## src/design/rdsd_pkg.sv

```systemverilog
// ----------------------------------------------------------------------------
// rdsd_pkg
// Shared types and constants of the relocation delta stream decoder.
// ----------------------------------------------------------------------------
`default_nettype none

package rdsd_pkg;

  localparam int unsigned WordW = 64;

  // request kinds
  localparam logic ReqWord = 1'b0;
  localparam logic ReqTick = 1'b1;

  // result status codes
  localparam logic StatRecord = 1'b0;
  localparam logic StatError  = 1'b1;

  typedef enum logic [8:0] {
    PhTotal    = 9'b000000001,
    PhFirstOff = 9'b000000010,
    PhGroupCnt = 9'b000000100,
    PhInfo     = 9'b000001000,
    PhFirstAdd = 9'b000010000,
    PhDelta    = 9'b000100000,
    PhRunCnt   = 9'b001000000,
    PhRunAdd   = 9'b010000000,
    PhRunTick  = 9'b100000000
  } phase_e;

  typedef struct packed {
    logic             req_type;
    logic [WordW-1:0] packed_word;
  } item_t;

  typedef struct packed {
    logic                    status;
    logic [WordW-1:0]        rel_offset;
    logic [WordW-1:0]        rel_info;
    logic signed [WordW-1:0] rel_addend;
    logic                    addend_in_stream;
    logic                    last_of_table;
  } result_t;

endpackage

`default_nettype wire

```

## src/design/rdsd_req_if.sv

```systemverilog
// ----------------------------------------------------------------------------
// rdsd_req_if
// Request channel: stream words and ticks with valid/ready handshake.
// ----------------------------------------------------------------------------
`default_nettype none

interface rdsd_req_if;
  logic                        valid;
  logic                        ready;
  logic                        req_type;
  logic [rdsd_pkg::WordW-1:0]  packed_word;

  modport source (output valid, output req_type, output packed_word, input ready);
  modport sink   (input valid, input req_type, input packed_word, output ready);
endinterface

`default_nettype wire

```

## src/design/rdsd_rsp_if.sv

```systemverilog
// ----------------------------------------------------------------------------
// rdsd_rsp_if
// Response channel: decoded relocation records and error words.
// ----------------------------------------------------------------------------
`default_nettype none

interface rdsd_rsp_if;
  logic                              valid;
  logic                              ready;
  logic                              status;
  logic [rdsd_pkg::WordW-1:0]        rel_offset;
  logic [rdsd_pkg::WordW-1:0]        rel_info;
  logic signed [rdsd_pkg::WordW-1:0] rel_addend;
  logic                              addend_in_stream;
  logic                              last_of_table;

  modport source (output valid, output status, output rel_offset, output rel_info,
                  output rel_addend, output addend_in_stream, output last_of_table,
                  input ready);
  modport sink   (input valid, input status, input rel_offset, input rel_info,
                  input rel_addend, input addend_in_stream, input last_of_table,
                  output ready);
endinterface

`default_nettype wire

```

## src/design/rdsd_in_stage.sv

```systemverilog
// ----------------------------------------------------------------------------
// rdsd_in_stage
// Input register: holds one accepted item until the decode step takes it.
// ----------------------------------------------------------------------------
`default_nettype none

module rdsd_in_stage (
  input  wire logic            clk_i,
  input  wire logic            rst_ni,
  input  wire logic            valid_i,
  output logic                 ready_o,
  input  wire rdsd_pkg::item_t item_i,
  output logic                 valid_o,
  input  wire logic            take_i,
  output rdsd_pkg::item_t      item_o
);

  logic            valid_d, valid_q;
  rdsd_pkg::item_t item_q;

  assign ready_o = !valid_q || take_i;
  assign valid_d = (valid_i && ready_o) || (valid_q && !take_i);

  always_ff @(posedge clk_i or negedge rst_ni) begin
    if (!rst_ni) begin
      valid_q <= 1'b0;
    end else begin
      valid_q <= valid_d;
    end
  end

  always_ff @(posedge clk_i) begin
    if (valid_i && ready_o) begin
      item_q <= item_i;
    end
  end

  assign valid_o = valid_q;
  assign item_o  = item_q;

endmodule

`default_nettype wire

```

## src/design/rdsd_step.sv

```systemverilog
// ----------------------------------------------------------------------------
// rdsd_step
// Decode state and one-word step: parses the group layout, tracks runs and
// counts, and forms at most one record or error per item.
// ----------------------------------------------------------------------------
`default_nettype none

module rdsd_step (
  input  wire logic            clk_i,
  input  wire logic            rst_ni,
  input  wire logic            step_i,
  input  wire rdsd_pkg::item_t item_i,
  output logic                 res_valid_o,
  output rdsd_pkg::result_t    res_o
);

  localparam int unsigned W = rdsd_pkg::WordW;

  rdsd_pkg::phase_e phase_d, phase_q;
  logic [W-1:0] records_left_d, records_left_q;
  logic [W-1:0] group_left_d, group_left_q;
  logic [W-1:0] run_left_d, run_left_q;
  logic [W-1:0] offset_d, offset_q;
  logic [W-1:0] delta_d, delta_q;
  logic [W-1:0] info_d, info_q;
  logic         addends_d, addends_q;

  logic         do_emit, do_err;
  logic [W-1:0] rec_addend;
  logic         rec_stream;
  logic [W-1:0] offset_sum;
  logic [W-1:0] word;

  assign word       = item_i.packed_word;
  assign offset_sum = offset_q + delta_q;

  always_comb begin
    phase_d        = phase_q;
    records_left_d = records_left_q;
    group_left_d   = group_left_q;
    run_left_d     = run_left_q;
    offset_d       = offset_q;
    delta_d        = delta_q;
    info_d         = info_q;
    addends_d      = addends_q;
    do_emit        = 1'b0;
    do_err         = 1'b0;
    rec_addend     = '0;
    rec_stream     = 1'b0;

    if (item_i.req_type == rdsd_pkg::ReqTick) begin
      if (phase_q == rdsd_pkg::PhRunTick) begin
        offset_d   = offset_sum;
        run_left_d = run_left_q - W'(1);
        do_emit    = 1'b1;
      end
    end else begin
      case (phase_q)
        rdsd_pkg::PhFirstOff: begin
          offset_d   = {word[W-1:2], 2'b00};
          addends_d  = word[1];
          run_left_d = '0;
          if (word[0]) begin
            group_left_d = W'(1);
            phase_d      = rdsd_pkg::PhInfo;
          end else begin
            phase_d = rdsd_pkg::PhGroupCnt;
          end
        end
        rdsd_pkg::PhGroupCnt: begin
          group_left_d = word;
          phase_d      = rdsd_pkg::PhInfo;
        end
        rdsd_pkg::PhInfo: begin
          info_d = word;
          if (addends_q) begin
            phase_d = rdsd_pkg::PhFirstAdd;
          end else begin
            do_emit = 1'b1;
          end
        end
        rdsd_pkg::PhFirstAdd: begin
          do_emit    = 1'b1;
          rec_addend = word;
          rec_stream = 1'b1;
        end
        rdsd_pkg::PhDelta: begin
          delta_d    = {word[W-1:2], 2'b00};
          run_left_d = W'(word[1:0]);
          if (word[1:0] == 2'b00) begin
            phase_d = rdsd_pkg::PhRunCnt;
          end else begin
            phase_d = addends_q ? rdsd_pkg::PhRunAdd : rdsd_pkg::PhRunTick;
          end
        end
        rdsd_pkg::PhRunCnt: begin
          run_left_d = word;
          if (word == '0) begin
            phase_d = rdsd_pkg::PhDelta;
          end else begin
            phase_d = addends_q ? rdsd_pkg::PhRunAdd : rdsd_pkg::PhRunTick;
          end
        end
        rdsd_pkg::PhRunAdd: begin
          offset_d   = offset_sum;
          run_left_d = run_left_q - W'(1);
          do_emit    = 1'b1;
          rec_addend = word;
          rec_stream = 1'b1;
        end
        rdsd_pkg::PhRunTick: begin
          // word mid-run: report and drop, state untouched
          do_err = 1'b1;
        end
        default: begin
          records_left_d = word;
          group_left_d   = '0;
          run_left_d     = '0;
          phase_d        = (word != '0) ? rdsd_pkg::PhFirstOff : rdsd_pkg::PhTotal;
        end
      endcase
    end

    // count down on each record and close the run, group or table
    if (do_emit) begin
      if (records_left_q != '0) records_left_d = records_left_q - W'(1);
      if (group_left_q != '0)   group_left_d   = group_left_q - W'(1);
      if (run_left_d == '0) begin
        if (group_left_d != '0) begin
          phase_d = rdsd_pkg::PhDelta;
        end else if (records_left_d != '0) begin
          phase_d = rdsd_pkg::PhFirstOff;
        end else begin
          phase_d = rdsd_pkg::PhTotal;
        end
      end
    end
  end

  always_comb begin
    res_valid_o = do_emit || do_err;
    res_o       = '0;
    if (do_err) begin
      res_o.status = rdsd_pkg::StatError;
    end else begin
      res_o.status           = rdsd_pkg::StatRecord;
      res_o.rel_offset       = offset_d;
      res_o.rel_info         = info_d;
      res_o.rel_addend       = rec_addend;
      res_o.addend_in_stream = rec_stream;
      res_o.last_of_table    = (records_left_q == W'(1));
    end
  end

  always_ff @(posedge clk_i or negedge rst_ni) begin
    if (!rst_ni) begin
      phase_q        <= rdsd_pkg::PhTotal;
      records_left_q <= '0;
      group_left_q   <= '0;
      run_left_q     <= '0;
      offset_q       <= '0;
      delta_q        <= '0;
      info_q         <= '0;
      addends_q      <= 1'b0;
    end else if (step_i) begin
      phase_q        <= phase_d;
      records_left_q <= records_left_d;
      group_left_q   <= group_left_d;
      run_left_q     <= run_left_d;
      offset_q       <= offset_d;
      delta_q        <= delta_d;
      info_q         <= info_d;
      addends_q      <= addends_d;
    end
  end

  a_err_keeps_state: assert property (@(posedge clk_i) disable iff (!rst_ni)
    (step_i && do_err) |=> (phase_q == rdsd_pkg::PhRunTick) && $stable(run_left_q)
                           && $stable(offset_q) && $stable(records_left_q))
    else $error("error word changed decode state");

  a_idle_holds: assert property (@(posedge clk_i) disable iff (!rst_ni)
    !step_i |=> $stable(phase_q) && $stable(records_left_q) && $stable(offset_q))
    else $error("decode state moved without a step");

  a_last_empties: assert property (@(posedge clk_i) disable iff (!rst_ni)
    (step_i && do_emit && res_o.last_of_table) |=> (records_left_q == '0))
    else $error("last record left a nonzero remaining count");

  a_offset_aligned: assert property (@(posedge clk_i) disable iff (!rst_ni)
    (step_i && do_emit) |-> (res_o.rel_offset[1:0] == 2'b00))
    else $error("record offset not word aligned");

endmodule

`default_nettype wire

```

## src/design/rdsd_out_stage.sv

```systemverilog
// ----------------------------------------------------------------------------
// rdsd_out_stage
// Result register: holds a finished record or error until the receiver takes it.
// ----------------------------------------------------------------------------
`default_nettype none

module rdsd_out_stage (
  input  wire logic              clk_i,
  input  wire logic              rst_ni,
  input  wire logic              load_i,
  input  wire rdsd_pkg::result_t res_i,
  output logic                   free_o,
  output logic                   valid_o,
  input  wire logic              ready_i,
  output rdsd_pkg::result_t      res_o
);

  logic              valid_d, valid_q;
  rdsd_pkg::result_t res_q;

  assign free_o  = !valid_q || ready_i;
  assign valid_d = load_i || (valid_q && !ready_i);

  always_ff @(posedge clk_i or negedge rst_ni) begin
    if (!rst_ni) begin
      valid_q <= 1'b0;
    end else begin
      valid_q <= valid_d;
    end
  end

  always_ff @(posedge clk_i) begin
    if (load_i) begin
      res_q <= res_i;
    end
  end

  assign valid_o = valid_q;
  assign res_o   = res_q;

endmodule

`default_nettype wire

```

## src/design/relocation_delta_stream_decoder_core.sv

```systemverilog
// ----------------------------------------------------------------------------
// relocation_delta_stream_decoder_core
// Rebuilds relocation records from a packed delta stream.
//
// req_i carries stream words (req_type 0) and ticks (req_type 1). Each tick
// releases one record of a run without stream addends; a word sent while
// such a run is open comes back as one error result and is dropped.
// rsp_o carries one record or error per item that causes one; items that
// only update the decode state give no result.
// An item waits in the input register and its result in the result register.
// Throughput: one item per cycle while rsp_o does not stall, as the offset
// adder and the count registers close their loop on every step.
// An input register and a result register part the two channels, so one new
// item is taken while a result waits; a stall on rsp_o holds the result and
// backs up into req_i after one more item.
// Reset empties both registers and puts the decoder back to waiting for a
// total count word.
// ----------------------------------------------------------------------------
`default_nettype none

module relocation_delta_stream_decoder_core (
  input  wire logic  clk_i,
  input  wire logic  rst_ni,
  rdsd_req_if.sink   req_i,
  rdsd_rsp_if.source rsp_o
);

  rdsd_pkg::item_t   in_item, s1_item;
  rdsd_pkg::result_t step_res, out_res;
  logic              s1_valid, step_en, res_valid, out_free, out_valid;

  assign in_item.req_type    = req_i.req_type;
  assign in_item.packed_word = req_i.packed_word;

  rdsd_in_stage u_in (
    .clk_i   (clk_i),
    .rst_ni  (rst_ni),
    .valid_i (req_i.valid),
    .ready_o (req_i.ready),
    .item_i  (in_item),
    .valid_o (s1_valid),
    .take_i  (step_en),
    .item_o  (s1_item)
  );

  // advance only when the result register can take whatever comes out
  assign step_en = s1_valid && out_free;

  rdsd_step u_step (
    .clk_i       (clk_i),
    .rst_ni      (rst_ni),
    .step_i      (step_en),
    .item_i      (s1_item),
    .res_valid_o (res_valid),
    .res_o       (step_res)
  );

  rdsd_out_stage u_out (
    .clk_i   (clk_i),
    .rst_ni  (rst_ni),
    .load_i  (step_en && res_valid),
    .res_i   (step_res),
    .free_o  (out_free),
    .valid_o (out_valid),
    .ready_i (rsp_o.ready),
    .res_o   (out_res)
  );

  assign rsp_o.valid            = out_valid;
  assign rsp_o.status           = out_res.status;
  assign rsp_o.rel_offset       = out_res.rel_offset;
  assign rsp_o.rel_info         = out_res.rel_info;
  assign rsp_o.rel_addend       = out_res.rel_addend;
  assign rsp_o.addend_in_stream = out_res.addend_in_stream;
  assign rsp_o.last_of_table    = out_res.last_of_table;

endmodule

`default_nettype wire
```

## src/flat_wrapper.sv

```systemverilog
// flat-port wrapper written by rule: the top's interface ports become plain ports
module relocation_delta_stream_decoder_core_flat 
  (clk_i, rst_ni, req_i_valid, req_i_req_type, req_i_packed_word, req_i_ready, rsp_o_valid, rsp_o_status, rsp_o_rel_offset, rsp_o_rel_info, rsp_o_rel_addend, rsp_o_addend_in_stream, rsp_o_last_of_table, rsp_o_ready);
  rdsd_req_if req_i_i ();
  rdsd_rsp_if rsp_o_i ();
  input  wire logic clk_i;
  input  wire logic rst_ni;
  input wire logic [$bits(req_i_i.valid)-1:0] req_i_valid;
  input wire logic [$bits(req_i_i.req_type)-1:0] req_i_req_type;
  input wire logic [$bits(req_i_i.packed_word)-1:0] req_i_packed_word;
  output wire logic [$bits(req_i_i.ready)-1:0] req_i_ready;
  output wire logic [$bits(rsp_o_i.valid)-1:0] rsp_o_valid;
  output wire logic [$bits(rsp_o_i.status)-1:0] rsp_o_status;
  output wire logic [$bits(rsp_o_i.rel_offset)-1:0] rsp_o_rel_offset;
  output wire logic [$bits(rsp_o_i.rel_info)-1:0] rsp_o_rel_info;
  output wire logic [$bits(rsp_o_i.rel_addend)-1:0] rsp_o_rel_addend;
  output wire logic [$bits(rsp_o_i.addend_in_stream)-1:0] rsp_o_addend_in_stream;
  output wire logic [$bits(rsp_o_i.last_of_table)-1:0] rsp_o_last_of_table;
  input wire logic [$bits(rsp_o_i.ready)-1:0] rsp_o_ready;
  assign req_i_i.valid = req_i_valid;
  assign req_i_i.req_type = req_i_req_type;
  assign req_i_i.packed_word = req_i_packed_word;
  assign req_i_ready = req_i_i.ready;
  assign rsp_o_valid = rsp_o_i.valid;
  assign rsp_o_status = rsp_o_i.status;
  assign rsp_o_rel_offset = rsp_o_i.rel_offset;
  assign rsp_o_rel_info = rsp_o_i.rel_info;
  assign rsp_o_rel_addend = rsp_o_i.rel_addend;
  assign rsp_o_addend_in_stream = rsp_o_i.addend_in_stream;
  assign rsp_o_last_of_table = rsp_o_i.last_of_table;
  assign rsp_o_i.ready = rsp_o_ready;
  relocation_delta_stream_decoder_core u_core (.clk_i(clk_i), .rst_ni(rst_ni), .req_i(req_i_i), .rsp_o(rsp_o_i));
endmodule
```

## config.mk

```make
export PLATFORM = sky130hd
export DESIGN_NAME = relocation_delta_stream_decoder_core_flat
export DESIGN_NICKNAME = d
export VERILOG_FILES = /design/src/design/rdsd_pkg.sv /design/src/design/rdsd_req_if.sv /design/src/design/rdsd_rsp_if.sv /design/src/design/rdsd_in_stage.sv /design/src/design/rdsd_step.sv /design/src/design/rdsd_out_stage.sv /design/src/design/relocation_delta_stream_decoder_core.sv /design/src/flat_wrapper.sv
export SDC_FILE = /design/constraint.sdc
export NUM_CORES = 2
export LEC_CHECK = 0
export ABC_CLOCK_PERIOD_IN_PS = 14500
export BUFFER_PORTS_ARGS = -buffer_cell sky130_fd_sc_hd__buf_2
export CORE_ASPECT_RATIO = 0.9
export CORE_MARGIN = 5
export CORE_UTILIZATION = 30
export CTS_BUF_LIST = sky130_fd_sc_hd__clkbuf_2
export CTS_CLUSTER_DIAMETER = 120
export DETAILED_ROUTE_END_ITERATION = 6
export MAX_ROUTING_LAYER = met4
export PLACE_DENSITY_LB_ADDON = 0.25
export SYNTH_ARGS = -nofsm -noshare
export SYNTH_HDL_FRONTEND = slang
export SYNTH_HIERARCHICAL = 1
export SYNTH_SLANG_ARGS = --single-unit
export TNS_END_PERCENT = 50
```

## constraint.sdc

```tcl
create_clock -name clk_i -period 14.5 [get_ports clk_i]
set_clock_uncertainty 0.15 [all_clocks]
set_input_delay 0 -clock clk_i [delete_from_list [all_inputs] [get_ports clk_i]]
set_output_delay 0 -clock clk_i [all_outputs]
set_load 0.01 [all_outputs]
```

Word level (Yosys, flattened, before mapping)

Index checks and enable logic that the tools add are counted.

Shifts and indexed selects: 0
Add/subtract/negate cells: 4
Div/mod/pow operators: 0
Magnitude comparators: 0
Bitwise operators: 2
Multipliers: 0
Eq/ne operators: 9
Reductions and logical operators: 31
Mux-type cells: 38

Operators by type and width:

| operator                                                              | number |
|---|---|
| 64-bit two-way mux                                                    | 16 |
| 64-bit nonzero test                                                   | 5 |
| 64-bit one-hot mux with 4 select lines                                | 1 |
| 64-bit one-hot mux with 3 select lines                                | 1 |
| 64-bit by 1-bit subtractor with 64-bit output (second input constant) | 3 |
| 64-bit zero test                                                      | 2 |
| 64-bit one-hot mux with 2 select lines                                | 1 |
| 64-bit adder                                                          | 1 |
| 64-bit by 1-bit == test with 1-bit output (second input constant)     | 1 |
| 9-bit two-way mux                                                     | 7 |
| 9-bit one-hot mux with 6 select lines                                 | 1 |
| 9-bit by 2-bit == test with 1-bit output (second input constant)      | 1 |
| 9-bit by 3-bit == test with 1-bit output (second input constant)      | 1 |
| 9-bit by 4-bit == test with 1-bit output (second input constant)      | 1 |
| 9-bit by 5-bit == test with 1-bit output (second input constant)      | 1 |
| 9-bit by 6-bit == test with 1-bit output (second input constant)      | 1 |
| 9-bit by 7-bit == test with 1-bit output (second input constant)      | 1 |
| 9-bit by 8-bit == test with 1-bit output (second input constant)      | 1 |
| 9-bit == test (second input constant)                                 | 1 |
| 8-bit OR reduction                                                    | 1 |
| 1-bit two-way mux                                                     | 6 |
| 6-bit two-way mux                                                     | 1 |
| 3-bit AND reduction                                                   | 2 |
| 3-bit OR reduction                                                    | 2 |
| other kinds (11)                                                      | 25 |

Bits in latches: 0
Flip-flop bits (word level): 654
Logic and storage cells: 102
Memories kept: 0
Bits in read-only memories: 0
Bits in writable memories: 0
Input port bits: 69

Logic depth before layout (Yosys ltp)

Depth after elaboration: 11
Gate-level depth with buffers: 17

Hierarchy

The synthesis kept the hierarchy.

By module, submodules not included:

| module                               | sequential area each (sq um) | cells an instance | instances | area an instance (sq um) |
|---|---|---|---|---|
| rdsd_step                            | 9810.7                       | 4068              | 1         | 31196.2 |
| rdsd_out_stage                       | 5880.6                       | 198               | 1         | 5903.2 |
| rdsd_in_stage                        | 1976.9                       | 69                | 1         | 2005.7 |
| relocation_delta_stream_decoder_core | 0.0                          | 2                 | 1         | 12.5 |

Least setup slack after synthesis

Ideal clock, no wire load.

Path type: register -> register
Start: register u_core.u_step.phase_q[0]
End: register u_core.u_out.valid_q (netlist: u_core/u_out/valid_o)
Stages on the path, launching flop included: 10
Data required time: 14.253 ns
Path slack: 6.945 ns
Buffers on the path: 4
Data arrival time: 7.308 ns
Cell sequence: dfstp_2 > clkbuf_1 > nor4_1 > nand3_1 > clkbuf_1 > buf_1 > clkbuf_1 > o21ai_0 > and3_1 > nand2b_2

Cells in the longest elaborated chain, start to end: 7
Elaborated cells on any way between the ends: 12
Classes of those cells: 4 x eq/ne; 4 x mux; 4 x reduce/logical

RTL lines:

| what                                                                                                 | RTL line                                   | RTL |
|---|---|---|
| start: declaration                                                                                   | rdsd_step.sv:19                            | `rdsd_pkg::phase_e phase_d, phase_q;` |
| start signal: assignment                                                                             | rdsd_step.sv:157                           | `phase_q <= rdsd_pkg::PhTotal;` |
| start signal: assignment                                                                             | rdsd_step.sv:166                           | `phase_q <= phase_d;` |
| 9-bit by 8-bit == test with 1-bit output or 9-bit by 5-bit == test with 1-bit output (tied branches) | rdsd_step.sv:58                            | `case (phase_q)` |
| 2-bit OR reduction (no line)                                                                         | -                                          |  |
| 1-bit one-hot mux with 2 select lines                                                                | rdsd_step.sv:58                            |  |
| 1-bit two-way mux                                                                                    | rdsd_step.sv:51                            | `if (item_i.req_type == rdsd_pkg::ReqTick) begin` |
| 1-bit logical OR (*)                                                                                 | rdsd_step.sv:141                           | `res_valid_o = do_emit \|\| do_err;` |
| via u_core.res_valid                                                                                 | relocation_delta_stream_decoder_core.sv:30 | `logic s1_valid, step_en, res_valid, out_free, out_valid;` |
| 1-bit logical AND (*)                                                                                | relocation_delta_stream_decoder_core.sv:61 | `.load_i (step_en && res_valid),` |
| 1-bit logical OR (*)                                                                                 | rdsd_out_stage.sv:22                       | `assign valid_d = load_i \|\| (valid_q && !ready_i);` |
| via u_core.u_out.valid_d                                                                             | rdsd_out_stage.sv:18                       | `logic valid_d, valid_q;` |
| end signal: assignment                                                                               | rdsd_out_stage.sv:28                       | `valid_q <= valid_d;` |
| end: declaration                                                                                     | rdsd_out_stage.sv:18                       |  |

Mark *: on every way through the listed nets, which the timed path passes. The rest lies on a longest branch.
A chain may end at the register's enable or synchronous reset.

Worst setup path after layout

Start: register u_core.u_step.phase_q[1]
End: register u_core.u_step.phase_q[1]

Cells in the longest elaborated chain, start to end: 11
Elaborated cells on any way between the ends: 37
Classes of those cells: 8 x eq/ne; 21 x mux; 8 x reduce/logical

RTL lines:

| what                                  | RTL line                         | RTL |
|---|---|---|
| 9-bit == test (tied with other cells) | rdsd_step.sv:52, rdsd_step.sv:58 |  |
| 8-bit OR reduction (no line)          | -                                |  |
| 64-bit two-way mux                    | rdsd_step.sv:58                  |  |
| 64-bit two-way mux                    | rdsd_step.sv:51                  |  |
| 64-bit two-way mux                    | rdsd_step.sv:126                 | `if (records_left_q != '0) records_left_d = records_left_q - W'(1);` |
| 64-bit two-way mux                    | rdsd_step.sv:125                 | `if (do_emit) begin` |
| 64-bit nonzero test                   | rdsd_step.sv:131                 | `end else if (records_left_d != '0) begin` |
| 2-bit two-way mux                     | rdsd_step.sv:131                 |  |
| 6-bit two-way mux                     | rdsd_step.sv:129                 | `if (group_left_d != '0) begin` |
| 9-bit two-way mux                     | rdsd_step.sv:128                 | `if (run_left_d == '0) begin` |
| 9-bit two-way mux (*)                 | rdsd_step.sv:125                 |  |

Every way passes the cells marked *; elsewhere a longest branch is shown, timed or not. The select of a mux whose other input is x is not followed.

==> impl_metrics.py <==
metrics = {
    "worst_setup_path": {
        "critical-path-slowest-cell": "nor4_1",
        "crit_path_start_kind": "flip-flop",
        "worstReg2RegStart": "u_core/u_step/phase_q[1]",
        "worstPathRequired_ns": 15.88,
        "crit_path_max_incr_delay_ns": 1.08,
        "crit_arrival_ns": 7.48,
        "crit_family": "simple AND/OR/NAND/NOR gates",
        "setup.worst_path.class": "reg2reg",
        "r2r_slack_ns": 8.40,
        "critPathBufInv": 0,
        "critPathMostFrequentCell": "or4_1",
        "rr_worst_depth": 12,
        "worstSetupEndpointType": "flip-flop",
        "path_max_fanout": 10,
        "cp-startpoint": "u_core/u_step/phase_q[1]",
        "worst-path-stages": 12,
        "path_cells": "or4_1 > or4_1 > and4_1 > a211oi_2 > a21oi_1 > xor2_1 > a2111oi_0 > nand4_1 > nor4_1 > nand2_1 > a211oi_1 > a311oi_1",
    },
    "sta": {
        "post-route-min-period_ns": 6.10,
        "hold_viol_final": 0,
        "drv_slew": 0,
        "tns_ns": 0,
        "rsz0062_at_grt": "no",
        "max_slew_margin": 0.148,
        "setup_viol": 0,
        "worstMarginPinSlew_ns": 1.27,
        "timing.hold.ws_ns": 0.340,
        "max_freq_mhz": 164,
        "fin_crit_sh": 0.421,
        "setup_slack_ns": 8.40,
    },
    "logic_synthesis": {
        "synthCells": 4337,
        "ys_seq_elements": 654,
        "synth-main-ff-cell": "dfrtp_1",
        "synth.avg_cell_area_sq_um": 9.02,
        "synth_fp_nets": 4472,
        "synth_seq_area_share": 0.452,
        "yosysWarnings": 6,
        "synthDistinctLibCells": 96,
        "synth_edf_count": 260,
        "async_flop_share": 0.602,
        "syn_area_sq_um": 39100,
    },
    "place": {
        "dp_slack_ns": 8.62,
        "io_buffers": 265,
        "gp_congestion": 0.995,
        "dpl.hpwl_mm": 116,
        "place_inst": 6080,
    },
    "clock_tree": {
        "cts_root_buf": "clkbuf_2",
        "cts.sinks": 654,
        "clockBufferDepth": 3,
        "insertion_delay_ns": 1.68,
        "cts_inserted_buffers": 180,
        "clkSlewWorstSetupHoldPaths_ns": 0.11,
        "cts_tree": "done",
        "htree_levels": 4,
    },
    "power_and_ir_drop": {
        "power_mw": 7.41,
        "p_leak_nw": 19.0,
        "ir_drop_mv": 0.0949,
        "power_density_nw_per_um2": 158,
    },
    "routing": {
        "drtPass1Iterations": 6,
        "drt-total-wl_mm": 179,
        "avgViaCountPerCell": 5.81,
        "ant_nets": 0,
        "remaining_drc_errors": 0,
        "vias": 39000,
        "drt_first_iter_violations": 4630,
        "drt-wirelength-per-cell_um": 26.6,
    },
    "run_status": {
        "status": "completed",
    },
    "final_layout": {
        "layout-drive-gt1-share": 0.180,
        "final_cells": 6709,
        "nets": 4955,
        "syn2layout_area_growth_pct": 19.8,
        "fillers": 13300,
    },
    "floorplan": {
        "boundaryPins": 266,
        "initial_core_util": 0.302,
        "die_w_um": 391,
        "fp.coreArea_sq_um": 129000,
        "design.die.area_sq_um": 138000,
        "row_count": 125,
        "die-height_um": 353,
    },
    "global_routing": {
        "grt_max_degree": 156,
        "antenna_found_initial": 24,
        "grt_pass1_vias": 36800,
        "grt_overflow_total": 0,
        "grt_pass1_wl_mm": 258,
        "track_usage": 0.257,
    },
    "worst_hold_path": {
        "min_path_cells": 2,
        "worstHoldPathType": "reg2reg",
        "hp-start": "u_core/u_step/info_q[44]",
    },
    "run": {
        "maxCapViolCount": 0,
    },
}
==> kinds of logic (layout without fill, tap and decap cells) <==
kind of cell / after synthesis / count (layout) / synth area share
compound gates: 1329 / 1329 / 0.219
other cells: 0 / 18 / 0
simple gates: 1614 / 1614 / 0.203
fa+ha+maj: 66 / 66 / 0.0213
mux: 137 / 137 / 0.0390
flops: 654 / 654 / 0.452
xor+xnor: 106 / 106 / 0.0237
buf+inv: 431 / 1071 / 0.0424
==> where the power goes <==
group          internal [mW]  total [mW]  switching [mW]
Clock                  0.533        1.44           0.908
Combinational           1.09        3.08            1.99
Sequential              2.39        2.89           0.495
Total                   4.02        7.41            3.39
==> path summary, 6_finish.rpt <==
| kind | to |
|---|---|
| max in group asynchronous | u_core/u_step/records_left_q[42] |
| setup reg to reg | u_core/u_step/phase_q[1] |
| min in group asynchronous | u_core/u_step/offset_q[12] |
| hold / removal | u_core/u_step/info_q[44] |
| setup / recovery | u_core/u_step/phase_q[1] |
| hold reg to reg | u_core/u_step/info_q[44] |
==> synth_stat cells (71+ instances only) <==
master    count  area share
a21o_1       71       0.014
a21oi_1     428       0.055
and2_1       78       0.012
clkbuf_1    321       0.031
dfrtp_1     393        0.25
edfxtp_1    260        0.20
mux2_2      124       0.036
nand2_1     422       0.040
nand3_1      73      0.0093
nand4_1      74       0.012
nor2_1      459       0.044
nor3_1      139       0.018
nor4_1      102       0.016
o21ai_0     243       0.031
o22ai_1      71       0.011
==> stage by stage <==
step	utilization	cell area [sq um]
final	0.362	46800
after global routing	0.362	46800
after CTS	0.362	46800
after detailed placement	0.327	42300
after global placement	0.327	42300
after floorplan	-	39100
==> cells in the final DEF (no fill, tap or decap), types with 52 or more instances in the layout <==
cell,netlist,final
ha_1,65,65
nand4_1,74,74
edfxtp_1,260,260
inv_1,60,60
nor3_1,139,136
dfrtp_1,393,393
dlygate4sd3_1,0,271
buf_2,3,264
buf_4,4,133
a221oi_1,70,70
o22ai_1,71,71
a31oi_1,52,52
and2_1,78,76
o21ai_0,243,242
nand3_1,73,72
a21o_1,71,71
nor4_1,102,97
nor2_1,459,455
mux2_2,124,124
a21oi_1,428,426
clkbuf_2,0,254
nand2_1,422,417
xnor2_1,60,60
==> routing by layer <==
metal  global-route usage  wire length [um]  up-vias
li1                     -                 -    17300
met1                0.360             79800    19400
met2                0.359             74900     1959
met3               0.0514             16200      355
met4                0.108              7540        0
met5                    -                 0        -
==> worst reg2reg max path: cells and delay by family, from the launching register on <==
| kind | cells | cell delay, ns |
|---|---|---|
| flops | 1 | 0.50 |
| xor+xnor | 1 | 0.20 |
| simple gates | 6 | 3.20 |
| compound gates | 5 | 1.89 |
==> layout make-up <==
class / count / area [sq um] / area share
repair buffers: 671 / 5090 / 0.109
clock buffers: 254 / 1270 / 0.0271
inverters: 61 / 229 / 0.00489
well taps: 1714 / 2140 / 0.0458
multi-input cells: 3252 / 19900 / 0.425
clock inverters: 85 / 459 / 0.00980
flip-flops and latches: 654 / 17700 / 0.377
diodes: 18 / 45.0 / 0.000962
==> timing repair <==
action,4_1_cts,5_1_grt
setup endpoints to repair,0,0
hold endpoints to repair,982,0
hold buffers,272,0
gates resized for setup,0,0
setup buffers,0,0
==> registers in the layout (all words and copies together) (netlist names) <==
name / flops
u_core/u_in/item_o: 65
u_core/u_step/run_left_q: 64
u_core/u_step/group_left_q: 64
u_core/u_step/offset_q: 64
u_core/u_step/info_q: 64
u_core/u_out/res_o: 195
u_core/u_step/delta_q: 62
u_core/u_in/valid_o: 1
u_core/u_step/addends_q: 1
u_core/u_step/phase_q: 9
u_core/u_out/valid_o: 1
u_core/u_step/records_left_q: 64
(Power assumes the default switching activity.)
